$ cat config.mk
export PLATFORM = sky130hd
export DESIGN_NAME = dpa_ram
export DESIGN_NICKNAME = d
export VERILOG_FILES = /design/src/hdl/dpa_ram.sv
export SDC_FILE = /design/constraint.sdc
export NUM_CORES = 1
export LEC_CHECK = 0
export BUFFER_PORTS_ARGS = -buffer_cell sky130_fd_sc_hd__buf_2
export CAP_MARGIN = 20
export CORE_UTILIZATION = 35
export CTS_BUF_LIST = sky130_fd_sc_hd__clkbuf_4
export DETAILED_ROUTE_END_ITERATION = 16
export SYNTH_ARGS = -nofsm -noshare
export SYNTH_HDL_FRONTEND = slang
export SYNTH_SLANG_ARGS = --single-unit
$ cat constraint.sdc
create_clock -name clk -period 2.1 [get_ports clk]
set_input_delay 0.525 -clock clk [delete_from_list [all_inputs] [get_ports clk]]
set_output_delay 0.525 -clock clk [all_outputs]
set_load 0.05 [all_outputs]
$ cat src/hdl/dpa_ram.sv
`default_nettype none
module dpa_ram #(
    parameter int W     = 8,
    parameter int DEPTH = 16
) (
    input  wire logic                     clk,
    input  wire logic                     we,
    input  wire logic [$clog2(DEPTH)-1:0] waddr,
    input  wire logic [W-1:0]             wdata,
    input  wire logic [$clog2(DEPTH)-1:0] raddr,
    output logic [W-1:0]                  rdata
);
    logic [W-1:0] mem [DEPTH];

    always_ff @(posedge clk)
    begin
        if (we)
        begin
            mem[waddr] <= wdata;
        end
        rdata <= mem[raddr];
    end
endmodule
`default_nettype wire

Yosys cells after proc, flatten, opt, wreduce, memory -nomap -nowiden
Memories as Yosys holds them, arrays and structs flattened. A register that Yosys moved wholly into a read port is not among the register bits.
Index checks and enable logic that the tools add are counted.
{"block": "word_totals", "in_bits": 18, "ramBits": 128, "out_inout_bits": 8, "regBits": 0, "mem_count": 1, "wordCells": 3}
{"block": "classes", "mux": 2}
{"memory": "mem", "depth": 16, "width": 8, "rd": 1, "rd_ports_with_merged_regs": 1, "wr": 1, "line": "13", "rtl": "logic [W-1:0] mem [DEPTH];"}
{"op": "$mux W1", "count": 2}

Depth between registers and ports, before layout
{"block": "logic_depth", "depth_word": 2, "depth_mapped": 5, "depth_no_buf": 3}

Worst setup path before layout
OpenSTA, ideal clock, no wires.
{"block": "synth_timing", "path_kind": "in2reg", "from": "input port waddr[2]", "to": "memory mem[0][0] (enable)", "t_required_ps": 1717, "setup_ps": 383, "path_stages": 2, "slack_ps": 82, "n_path_buf": 0, "t_arrival_ps": 1635, "cell_sequence": "or3b_2 -> nor3_1"}
{"element": "start: declaration", "line": "8", "rtl": "input wire logic [$clog2(DEPTH)-1:0] waddr,"}
{"element": "end: declaration", "line": "13"}
Straight into the memory's write port.

Worst setup path after layout
{"block": "layout_timing", "from": "register rdata[5], read port of mem", "to": "output port rdata[5]"}
{"element": "start: declaration", "line": "11", "rtl": "output logic [W-1:0] rdata"}
No word-level cell between the ends.

==> run_results.csv <==
group,metric,value,unit
status,run_status,"finished clean",
pwr,powerDensity,916,nW/µm²
clocking,cts.path.max_buffers,2,
sta,fmax,0.563,GHz
die,num_io_pins,26,
global_route,grt_most_used_layer,"met2",
yosys,synthCells,229,
clocking,insertion_delay,0.54,ns
routing,drc_errors,0,
yosys,yosysSeqAreaShare,0.778,
worst_setup_path,crit_chain,"buf_2",
routing,vias,2454,
placed_design,dp_hpwl,6.72,mm
sta,slew_headroom,0.744,
pwr,switchingPower,1.27,mW
worst_setup_path,crit_arrival,1.25,ns
worst_setup_path,crit_fanout,1,
die,die_w,123,µm
pwr,pwr-share-seq,0.552,
worst_setup_path,path_buf_inv,1,
sta,final.setup_skew,0.0234,ns
pwr,leakagePower,2.04,nW
pwr,total_power,5.52,mW
clocking,htreeDepth,4,
routing,drt-initial-drc-count,125,
worst_setup_path,cp_slowest_stage_delay,0.41,ns
clocking,cts_tree,"done",
global_route,grt_max_degree,20,
sta,slew_viol_final,0,
die,core_area,14100,µm²
routing,avgRoutedWirePerCell,21.1,µm
placed_design,port-buffer-count,25,
global_route,grtUsageMet2,0.240,
worst_setup_path,worst_setup_path_end_kind,"primary output",
clocking,clk_pin_slew,0.14,ns
yosys,synth-main-ff-cell,"edfxtp_1",
yosys,async_flop_share,0,
placed_design,gp_congestion,0.747,
sta,fin_crit_sh,0.846,
yosys,ys_types,19,
pwr,pwr-share-comb,0.065,
yosys,ys_ff_latch,136,
global_route,use_met3,0.0489,
finish,drive_gt1_frac,0.342,
global_route,gr-total-overflow,0,
finish,area_delta_synth_final,17.1,%
clocking,cts_resized,0,
yosys,syn_nets,247,
sta,worst_slack,0.323,ns
routing,vias_per_cell,5.06,
die,die_h,123,µm
clocking,clock_sinks,136,
sta,setup_viol,0,
worst_setup_path,slowest_stage,"dfxtp_1",
yosys,synth_area,5150,µm²
clocking,cts_hold_buf,0,
yosys,syn_avg_cell_area,22.5,µm²
yosys,yosys_warnings,0,
finish,fin_area,6030,µm²
pwr,intPower,4.26,mW
die,fp.dieArea,15200,µm²
finish,nets,309,
die,rows,43,
worst_setup_path,crit_family,"flip-flops",
placed_design,postPlaceCellArea,5660,µm²
sta,hold_violations,0,
sta,tightest_slew,0.383,ns
global_route,antenna_found_initial,2,
clocking,cts_buffers,17,
global_route,grt.met1_usage,0.201,
routing,final_antenna_net_count,0,
placed_design,place_ws,0.156,ns
hold_path,hp-class,"in2reg",
sta,fin_tns_setup,0,ns
sta,rsz0062_at_grt,"false",
pwr,ir_worst_vdd,0.589,mV
worst_setup_path,start_kind,"flip-flop",
clocking,cts_root_buf,"clkbuf_4",
global_route,grt_pass1_vias,2640,
die,start_util,0.365,
clocking,cts_setup_buffers,0,
sta,fin_crit,1.78,ns
routing,firstDrtPassIters,4,
yosys,synth-edff-count,128,
pwr,p_clk_frac,0.383,
global_route,grt_use_total,0.153,
worst_setup_path,critPathKind,"reg2out",
pwr,swShare,0.229,
worst_setup_path,crit_required,1.57,ns
routing,wl,10.2,mm
run,maxCapViolCount,0,
global_route,grt_pass1_wl,15.8,mm
==> metal layers <==
layer,vias to the layer above,routed length (µm)
met5,-,10
met4,2,120
met3,11,421
met2,50,4930
met1,1287,4730
li1,1104,-
==> through the flow <==
step                      cells  utilization  hold slack [ns]
after floorplan             229            -            0.624
after global placement      452        0.401            0.654
after detailed placement    452        0.401            0.654
after CTS                   484        0.428            0.313
after global routing        485        0.428            0.319
final                       485        0.428            0.351
==> registers in the layout (all words and copies together) (netlist names) <==
register / flops
rdata: 8
mem: 128
==> path summary, 6_finish.rpt <==
kind / slack (ns) / cells after the start / end / start
setup reg to reg: 0.74 / 3 / rdata[0] / mem[8][0]
hold reg to reg: 0.68 / 3 / rdata[6] / mem[15][6]
hold / removal: 0.35 / 1 / mem[11][4] / wdata[4]
setup / recovery: 0.32 / 1 / rdata[5] / rdata[5]
==> logic make-up after synthesis <==
group,count (synthesis),synth area share
flip-flops,136,0.778
AND/OR/NAND/NOR,35,0.0318
multiplexers,32,0.150
AO/OA/AOI/OAI,16,0.0233
buffers and inverters,10,0.0168
==> layout make-up <==
cell class / instances / area (µm²)
clock inverters: 15 / 240
clock buffers: 17 / 128
multi-input cells: 83 / 1060
well taps: 180 / 225
fillers: 1225 / 8070
repair buffers: 53 / 373
flip-flops and latches: 136 / 4000
diodes: 1 / 2.50
==> power groups by stage <==
stage / Sequential, mW / Clock (mW) / Combinational [mW]
after floorplan: 3.17 / 0 / 0.154
after global placement: 3.11 / 0 / 0.357
after detailed placement: 3.11 / 0 / 0.363
after CTS: 3.05 / 2.18 / 0.364
after global routing: 3.06 / 2.29 / 0.384
final: 3.05 / 2.12 / 0.357
==> Yosys cell counts, types with 2 or more instances <==
cell type        instances  area, µm²
nor3_1                   4       20.0
buf_2                    3       15.0
edfxtp_1               128       3840
a22oi_1                 16        120
clkdlybuf4s25_2          3       30.0
mux4_2                  18        405
nand2b_1                 2       12.5
dfxtp_1                  8        160
nand2_1                  9       33.8
nor2_1                  13       48.8
buf_6                    3       33.8
mux4_1                  14        368
nand3b_1                 2       15.0
==> layout by cell type, fill, tap and decap left out <==
master,count
a22oi_1,16
and2_1,1
and2b_1,1
buf_12,3
buf_2,25
buf_4,25
bufinv_16,5
clkbuf_4,17
clkinv_4,3
clkinvlp_4,2
dfxtp_1,8
diode_2,1
edfxtp_1,128
inv_6,3
inv_8,2
mux4_1,14
mux4_2,18
nand2_1,9
nand2b_1,2
nand3_1,1
nand3b_1,2
nor2_1,13
nor2b_1,1
nor3_1,4
or3b_2,1
(Power assumes the default switching activity.)
