### config.mk
export PLATFORM = sky130hd
export DESIGN_NAME = dpa_div
export DESIGN_NICKNAME = d
export VERILOG_FILES = /design/src/hdl/dpa_pkg.sv /design/src/hdl/dpa_div.sv
export SDC_FILE = /design/constraint.sdc
export NUM_CORES = 1
export LEC_CHECK = 0
export BUFFER_PORTS_ARGS = -buffer_cell sky130_fd_sc_hd__buf_2
export CAP_MARGIN = 20
export CORE_AREA = 10 10 121 123
export DETAILED_ROUTE_END_ITERATION = 8
export DIE_AREA = 0 0 131 133
export HOLD_SLACK_MARGIN = 0.02
export PLACE_DENSITY = 0.76
export SLEW_MARGIN = 20
export SYNTH_ARGS = -nofsm -noshare
export SYNTH_HDL_FRONTEND = slang
export SYNTH_SLANG_ARGS = --single-unit
### constraint.sdc
create_clock -name clk -period 4.3 [get_ports clk]
set_input_delay 0.86 -clock clk [delete_from_list [all_inputs] [get_ports clk]]
set_output_delay 0.86 -clock clk [all_outputs]
set_load 0.01 [all_outputs]
### src/hdl/dpa_pkg.sv
`default_nettype none
package dpa_pkg;

    localparam int SUM_W   = 37;
    localparam int NUM_W   = SUM_W + 8;
    localparam int TOT_W   = NUM_W + 5;
    localparam int SCORE_W = 27;
    localparam logic [SCORE_W-1:0] SCORE_MAX = 27'd134215680;

    typedef logic [1:0] cmd_t;
    typedef logic [SUM_W-1:0] sum_t;

    localparam cmd_t CMD_CLEAR  = 2'd0;
    localparam cmd_t CMD_SAMPLE = 2'd1;
    localparam cmd_t CMD_READ   = 2'd2;

    localparam logic [3:0] SHIFT_POS [16] = '{
        4'd0, 4'd5, 4'd10, 4'd15, 4'd4, 4'd9, 4'd14, 4'd3,
        4'd8, 4'd13, 4'd2, 4'd7, 4'd12, 4'd1, 4'd6, 4'd11};

    localparam logic [7:0] INV_SBOX [256] = '{
        8'h52, 8'h09, 8'h6a, 8'hd5, 8'h30, 8'h36, 8'ha5, 8'h38, 8'hbf, 8'h40, 8'ha3, 8'h9e,
        8'h81, 8'hf3, 8'hd7, 8'hfb, 8'h7c, 8'he3, 8'h39, 8'h82, 8'h9b, 8'h2f, 8'hff, 8'h87,
        8'h34, 8'h8e, 8'h43, 8'h44, 8'hc4, 8'hde, 8'he9, 8'hcb, 8'h54, 8'h7b, 8'h94, 8'h32,
        8'ha6, 8'hc2, 8'h23, 8'h3d, 8'hee, 8'h4c, 8'h95, 8'h0b, 8'h42, 8'hfa, 8'hc3, 8'h4e,
        8'h08, 8'h2e, 8'ha1, 8'h66, 8'h28, 8'hd9, 8'h24, 8'hb2, 8'h76, 8'h5b, 8'ha2, 8'h49,
        8'h6d, 8'h8b, 8'hd1, 8'h25, 8'h72, 8'hf8, 8'hf6, 8'h64, 8'h86, 8'h68, 8'h98, 8'h16,
        8'hd4, 8'ha4, 8'h5c, 8'hcc, 8'h5d, 8'h65, 8'hb6, 8'h92, 8'h6c, 8'h70, 8'h48, 8'h50,
        8'hfd, 8'hed, 8'hb9, 8'hda, 8'h5e, 8'h15, 8'h46, 8'h57, 8'ha7, 8'h8d, 8'h9d, 8'h84,
        8'h90, 8'hd8, 8'hab, 8'h00, 8'h8c, 8'hbc, 8'hd3, 8'h0a, 8'hf7, 8'he4, 8'h58, 8'h05,
        8'hb8, 8'hb3, 8'h45, 8'h06, 8'hd0, 8'h2c, 8'h1e, 8'h8f, 8'hca, 8'h3f, 8'h0f, 8'h02,
        8'hc1, 8'haf, 8'hbd, 8'h03, 8'h01, 8'h13, 8'h8a, 8'h6b, 8'h3a, 8'h91, 8'h11, 8'h41,
        8'h4f, 8'h67, 8'hdc, 8'hea, 8'h97, 8'hf2, 8'hcf, 8'hce, 8'hf0, 8'hb4, 8'he6, 8'h73,
        8'h96, 8'hac, 8'h74, 8'h22, 8'he7, 8'had, 8'h35, 8'h85, 8'he2, 8'hf9, 8'h37, 8'he8,
        8'h1c, 8'h75, 8'hdf, 8'h6e, 8'h47, 8'hf1, 8'h1a, 8'h71, 8'h1d, 8'h29, 8'hc5, 8'h89,
        8'h6f, 8'hb7, 8'h62, 8'h0e, 8'haa, 8'h18, 8'hbe, 8'h1b, 8'hfc, 8'h56, 8'h3e, 8'h4b,
        8'hc6, 8'hd2, 8'h79, 8'h20, 8'h9a, 8'hdb, 8'hc0, 8'hfe, 8'h78, 8'hcd, 8'h5a, 8'hf4,
        8'h1f, 8'hdd, 8'ha8, 8'h33, 8'h88, 8'h07, 8'hc7, 8'h31, 8'hb1, 8'h12, 8'h10, 8'h59,
        8'h27, 8'h80, 8'hec, 8'h5f, 8'h60, 8'h51, 8'h7f, 8'ha9, 8'h19, 8'hb5, 8'h4a, 8'h0d,
        8'h2d, 8'he5, 8'h7a, 8'h9f, 8'h93, 8'hc9, 8'h9c, 8'hef, 8'ha0, 8'he0, 8'h3b, 8'h4d,
        8'hae, 8'h2a, 8'hf5, 8'hb0, 8'hc8, 8'heb, 8'hbb, 8'h3c, 8'h83, 8'h53, 8'h99, 8'h61,
        8'h17, 8'h2b, 8'h04, 8'h7e, 8'hba, 8'h77, 8'hd6, 8'h26, 8'he1, 8'h69, 8'h14, 8'h63,
        8'h55, 8'h21, 8'h0c, 8'h7d};

    function automatic logic [7:0] ct_byte(input logic [63:0] lo, input logic [63:0] hi,
                                           input logic [3:0] pos);
        logic [127:0] ct;
        ct = {hi, lo};
        return ct[{pos, 3'b000} +: 8];
    endfunction

endpackage
`default_nettype wire

### src/hdl/dpa_div.sv
`default_nettype none
module dpa_div import dpa_pkg::*; #(
    parameter int CNT_W = 20
) (
    input  wire logic                    clk,
    input  wire logic                    rst_n,
    input  wire logic                    start,
    input  wire logic signed [NUM_W-1:0] dividend,
    input  wire logic [CNT_W-1:0]        divisor,
    output logic                         done,
    output logic signed [NUM_W:0]        quotient
);
    localparam int SW = $clog2(NUM_W + 1);

    logic              busy_reg, busy_next;
    logic              done_reg, done_next;
    logic [SW-1:0]     step_reg, step_next;
    logic [NUM_W-1:0]  num_reg, num_next;
    logic [CNT_W-1:0]  rem_reg, rem_next;
    logic [CNT_W-1:0]  dvs_reg, dvs_next;
    logic              neg_reg, neg_next;
    logic [CNT_W:0]    rem_sh;
    logic              ge;

    always_comb
    begin
        rem_sh    = {rem_reg, num_reg[NUM_W-1]};
        ge        = rem_sh >= {1'b0, dvs_reg};
        busy_next = busy_reg;
        done_next = 1'b0;
        step_next = step_reg;
        num_next  = num_reg;
        rem_next  = rem_reg;
        dvs_next  = dvs_reg;
        neg_next  = neg_reg;
        if (start)
        begin
            busy_next = 1'b1;
            step_next = '0;
            num_next  = dividend[NUM_W-1] ? NUM_W'(-dividend) : NUM_W'(dividend);
            rem_next  = '0;
            dvs_next  = divisor;
            neg_next  = dividend[NUM_W-1];
        end
        else if (busy_reg)
        begin
            rem_next  = ge ? CNT_W'(rem_sh - {1'b0, dvs_reg}) : CNT_W'(rem_sh);
            num_next  = {num_reg[NUM_W-2:0], ge};
            step_next = SW'(step_reg + 1'b1);
            if (step_reg == SW'(NUM_W - 1))
            begin
                busy_next = 1'b0;
                done_next = 1'b1;
            end
        end
    end

    always_ff @(posedge clk or negedge rst_n)
    begin
        if (!rst_n)
        begin
            busy_reg <= 1'b0;
            done_reg <= 1'b0;
            step_reg <= '0;
        end
        else
        begin
            busy_reg <= busy_next;
            done_reg <= done_next;
            step_reg <= step_next;
        end
    end

    always_ff @(posedge clk)
    begin
        num_reg <= num_next;
        rem_reg <= rem_next;
        dvs_reg <= dvs_next;
        neg_reg <= neg_next;
    end

    assign done     = done_reg;
    assign quotient = neg_reg ? -$signed({1'b0, num_reg}) : $signed({1'b0, num_reg});
endmodule
`default_nettype wire

# --- Word level (Yosys, flattened, before mapping) ---
# Cells that the tools add are included.
word_totals:
  inputBits: 68
  reg_bits: 94
  word_cells: 27
  output_inout_bits: 47
classes:
  n_eq_ne: 1
  add_sub_neg: 4
  reduce_logical: 1
  order_cmp: 1
  n_mux: 13
ops:
  columns: ["cell", "count"]
  rows:
  - ["two-way mux 45 bit", 3]
  - ["two-way mux 46 bit", 1]
  - ["negator 45 -> 46 bit", 1]
  - ["negator 45 bit", 1]
  - [">= comparator 21 x 20 -> 1 bit", 1]
  - ["two-way mux 20 bit", 1]
  - ["subtractor 20 bit", 1]
  - ["two-way mux 6 bit", 2]
  - ["adder 6 x 1 -> 6 bit, second input constant", 1]
  - ["== test 6 bit, second input constant", 1]
  - ["two-way mux 1 bit", 6]
  - ["nonzero test 2 bit", 1]

# --- Longest topological paths before layout ---
logic_depth:
  depth_word: 4
  depth_mapped: 12
  mapped_depth_nobuf: 10

# --- Least setup slack after synthesis ---
# OpenSTA, ideal clock, no wires.
synth_path:
  kind: "reg-to-output"
  start: "register num_reg[16]"
  end: "output port quotient[38]"
  path_buffers: 0
  arrival_ns: 2.452
  path_stages_with_launch: 7
  slack_ns: 0.988
  path_cell_list: "edfxtp_1 > or4_1 > or3_1 > nor4b_4 > nand4_1 > o41ai_2 > xnor2_1"
synth_via:
  elab_chain_cells: 2
synth_rtl:
  columns: ["element", "line_no", "rtl"]
  rows:
  - ["start, declared", "dpa_div.sv:18", "logic [NUM_W-1:0] num_reg, num_next;"]
  - ["start signal, assigned", "dpa_div.sv:76", "num_reg <= num_next;"]
  - ["negator 45 -> 46 bit", "dpa_div.sv:83", "assign quotient = neg_reg ? -$signed({1'b0, num_reg}) : $signed({1'b0, num_reg});"]
  - ["two-way mux 46 bit", "dpa_div.sv:83", null]
  - ["end, declared", "dpa_div.sv:11", "output logic signed [NUM_W:0] quotient"]
# No other way between the ends.

# --- Worst setup path in the final report ---
layout_path:
  start: "register num_reg[24]"
  end: "output port quotient[43]"
# The elaborated chain is that of the path after synthesis.

==> metrics <==
setup violators final 0; actual slew at the worst max-slew pin 963 ps; cell count after synthesis 754; number of routed nets with antenna violations 0; die span in y 133 um; global route total overflow 0; hold violation count in the final report 0; library cell with the largest summed area after synthesis edfxtp_1; residual DRC count 0; reg2reg end rem_reg[2]; EDFF count, synth 66; vias after detailed routing 6,241; area of the die 0.0174 mm^2; slowest library cell on the worst path or4_1; total power density per cell area 442 mW/mm^2; Filler cells 1,046; Final Net Count 944; count of cell types in the netlist 72; worst setup path endpoint quotient[43]; global-route usage over all layers 0.208; H-tree levels 3; type of the worst setup path register to output port; worst hold slack across all endpoints 344 ps; worst vdd rail ir drop 0.280 mV; post-detailed-route wirelength per cell 17.8 um; setup TNS 0 ps; post-synthesis sequential area ratio 0.374; Worst Clk Skew 5.86 ps; classification of the worst-slack hold path input port to async pin; Synth-to-Final Area Change 13.6%; number of synthesized register bits 94; number of antenna cells inserted 0; Post-CTS Repair Setup Buffers 0; CTS hold repair buffers 0; launching element type of the critical path register; starting DRC count in detailed routing 535; Initial Util 0.558; number of max-capacitance violations reported 0; upper clock frequency limit 240 MHz; clock tree from TritonCTS yes; standby leakage power 3.06 nW; highest cell delay on the worst timing path 580 ps; netlist area before placement 0.00690 mm^2; worst slew slack as a fraction of its limit 0.355; syn_nets 847; buffers added on ports 114; pin count of the biggest net entering global routing 48; number of instances in the placed design 1,010; global-route wire length before repair 29,300 um; Avg Synthesized Cell Area 9.15 um^2; arrival time at the worst endpoint 3300 ps; combined flip-flop and latch cell area 0.00258 mm^2; fraction of final layout cells sized beyond drive strength 1 0.207; post-layout worst setup margin 140 ps; Root Buffer Master clkbuf_16; count of non-filler cells in the finished layout 1,028; CTS Buf Count 9; Finished Core Util 0.634; post-place setup slack 518 ps; largest fanout of any net on the critical path 7; dominant cells by area after synthesis edfxtp_1 29%, xnor2_1 7.9%, dfxtp_1 5.8%; outcome finished clean; CP endpoint kind output port; clock latency reported for the late side of the worst-skew pair 350 ps; via count of the first global-routing pass 6,027; routability cong. 0.922; clk buf depth 2; number of flip-flops in the largest register 45; HPWL reported at the end of detailed placement 13,700 um; data required time at the worst endpoint 3440 ps; width of the die 131 um; TritonRoute pass-1 iters 5; area occupied by multi-input gates 0.00398 mm^2; total I/O pin count 115; Register-to-Register Setup Slack 1190 ps; Final Max Tran Viols 0; area inside the core boundary 0.0124 mm^2; CP Launch Point num_reg[24]; number of antenna violations at the first check in global routing 0; count of cells resized by post-cts repair 0; share of the clock period used by the worst path 0.967; FP Rows 41; clock-pin slew of the registers on the worst-case setup and hold paths 60 ps; critical-path cell list or4_1, or3_1, nor3_1, nand4_1, o41ai_1, xnor2_1, buf_2; startpoint of the lowest-slack register-to-register path rem_reg[3]; Synth Warn # 0; Synth async-reset ratio 0.0851; fin crit period 4160 ps; sum of routed wire length over all layers 18,300 um; clock sinks 94; cell count of the worst reg-to-reg path 8; share of the synthesized area in the top cell type 0.287; most used flip-flop cell after synthesis edfxtp_1; ratio of routed vias to standard cells 6.07
[where the power goes]
group / switching, mW / internal, mW
Combinational: 0.813 / 0.620
Clock: 0.338 / 0.388
Sequential: 0.164 / 1.14
Total: 1.32 / 2.15
[worst min-delay path by stage]
stage | end | cells after the start | slack (ps)
CTS | done | 1 | 330
floorplan | rem_reg[19] | 2 | 440
global placement | rem_reg[19] | 2 | 460
global route | step_reg[3] | 1 | 340
finish | step_reg[1] | 1 | 340
detailed placement | rem_reg[19] | 2 | 470
[per-layer routing]
metal  up-vias  track usage  share of wire
met2       283        0.342           0.48
met3        41       0.0575          0.092
met1      2943        0.255           0.41
li1       2974            -              -
met5         -            0              0
met4         0       0.0661          0.021
[critical path, delay by kind of cell (launching register included)]
kind / cells / cell delay (ps)
xor gates and xnor gates: 1 / 170
AOI/OAI and AO/OA: 1 / 460
and+or+nand+nor: 4 / 1720
buffers and inverters: 1 / 160
DFF: 1 / 440
[kinds of logic (layout without fill, tap and decap cells)]
logic type      Yosys count  in the layout  share of synthesized area
mux                      22             22                     0.0352
flops                    94             94                      0.374
buf+inv                  75            177                     0.0486
simple gates            239            239                      0.177
fa+ha+maj                25             25                     0.0464
xor+xnor                100            100                      0.127
compound gates          199            199                      0.192
[metrics by stage]
stage / area, um^2 / power [mW]
floorplan: 6900 / 2.33
global placement: 7560 / 2.68
detailed placement: 7560 / 2.73
CTS: 7820 / 3.47
global route: 7840 / 3.69
finish: 7840 / 3.47
[cells in the final DEF (no fill, tap or decap), drive strengths merged, types with 8 or more instances in the layout]
cell type / instances
clkbuf: 11
nand2: 58
nor4: 12
ha: 24
edfxtp: 66
nor2: 71
buf: 125
o21ai: 42
a21o: 8
nand3: 9
mux2: 18
o41ai: 12
xnor2: 62
or4: 8
a21oi: 57
o211ai: 8
o31ai: 22
dfxtp: 20
or3: 17
xor2: 38
nand4: 13
inv: 35
nor3: 17
dfrtp: 8
[cell usage after synthesis (3+ instances only)]
cell and count:
inv_1 35, a21o_1 7, o21bai_1 3, nand3_1 9, nand4b_1 3, o31ai_1 22, a31oi_1 3, clkbuf_8 5
xor2_1 38, nor3_1 17, nor2_1 71, or4_1 5, o21ai_0 42, nand4_1 13, or4_4 3, a32oi_1 3
dfxtp_1 20, or3_1 13, edfxtp_1 66, and3_1 4, ha_1 24, o21a_1 6, o211ai_1 8, or2_2 4
dfrtp_1 8, a21oi_1 57, a311oi_1 6, clkbuf_1 32, nand2b_1 7, and2_1 4, o41ai_1 10, nor2b_1 5
xnor2_1 62, mux2_2 18, mux2i_1 4, o2111ai_1 3, nand2_1 58, nor4_1 11
[final cells by class]
class | count | share of cell area
clock buffers | 11 | 0.0297
flip-flops and latches | 94 | 0.329
well taps | 172 | 0.0274
inverters | 36 | 0.0172
multi-input cells | 585 | 0.508
clock inverters | 5 | 0.00351
repair buffers | 125 | 0.0846
Note: power is estimated with default switching activity, not from simulation.
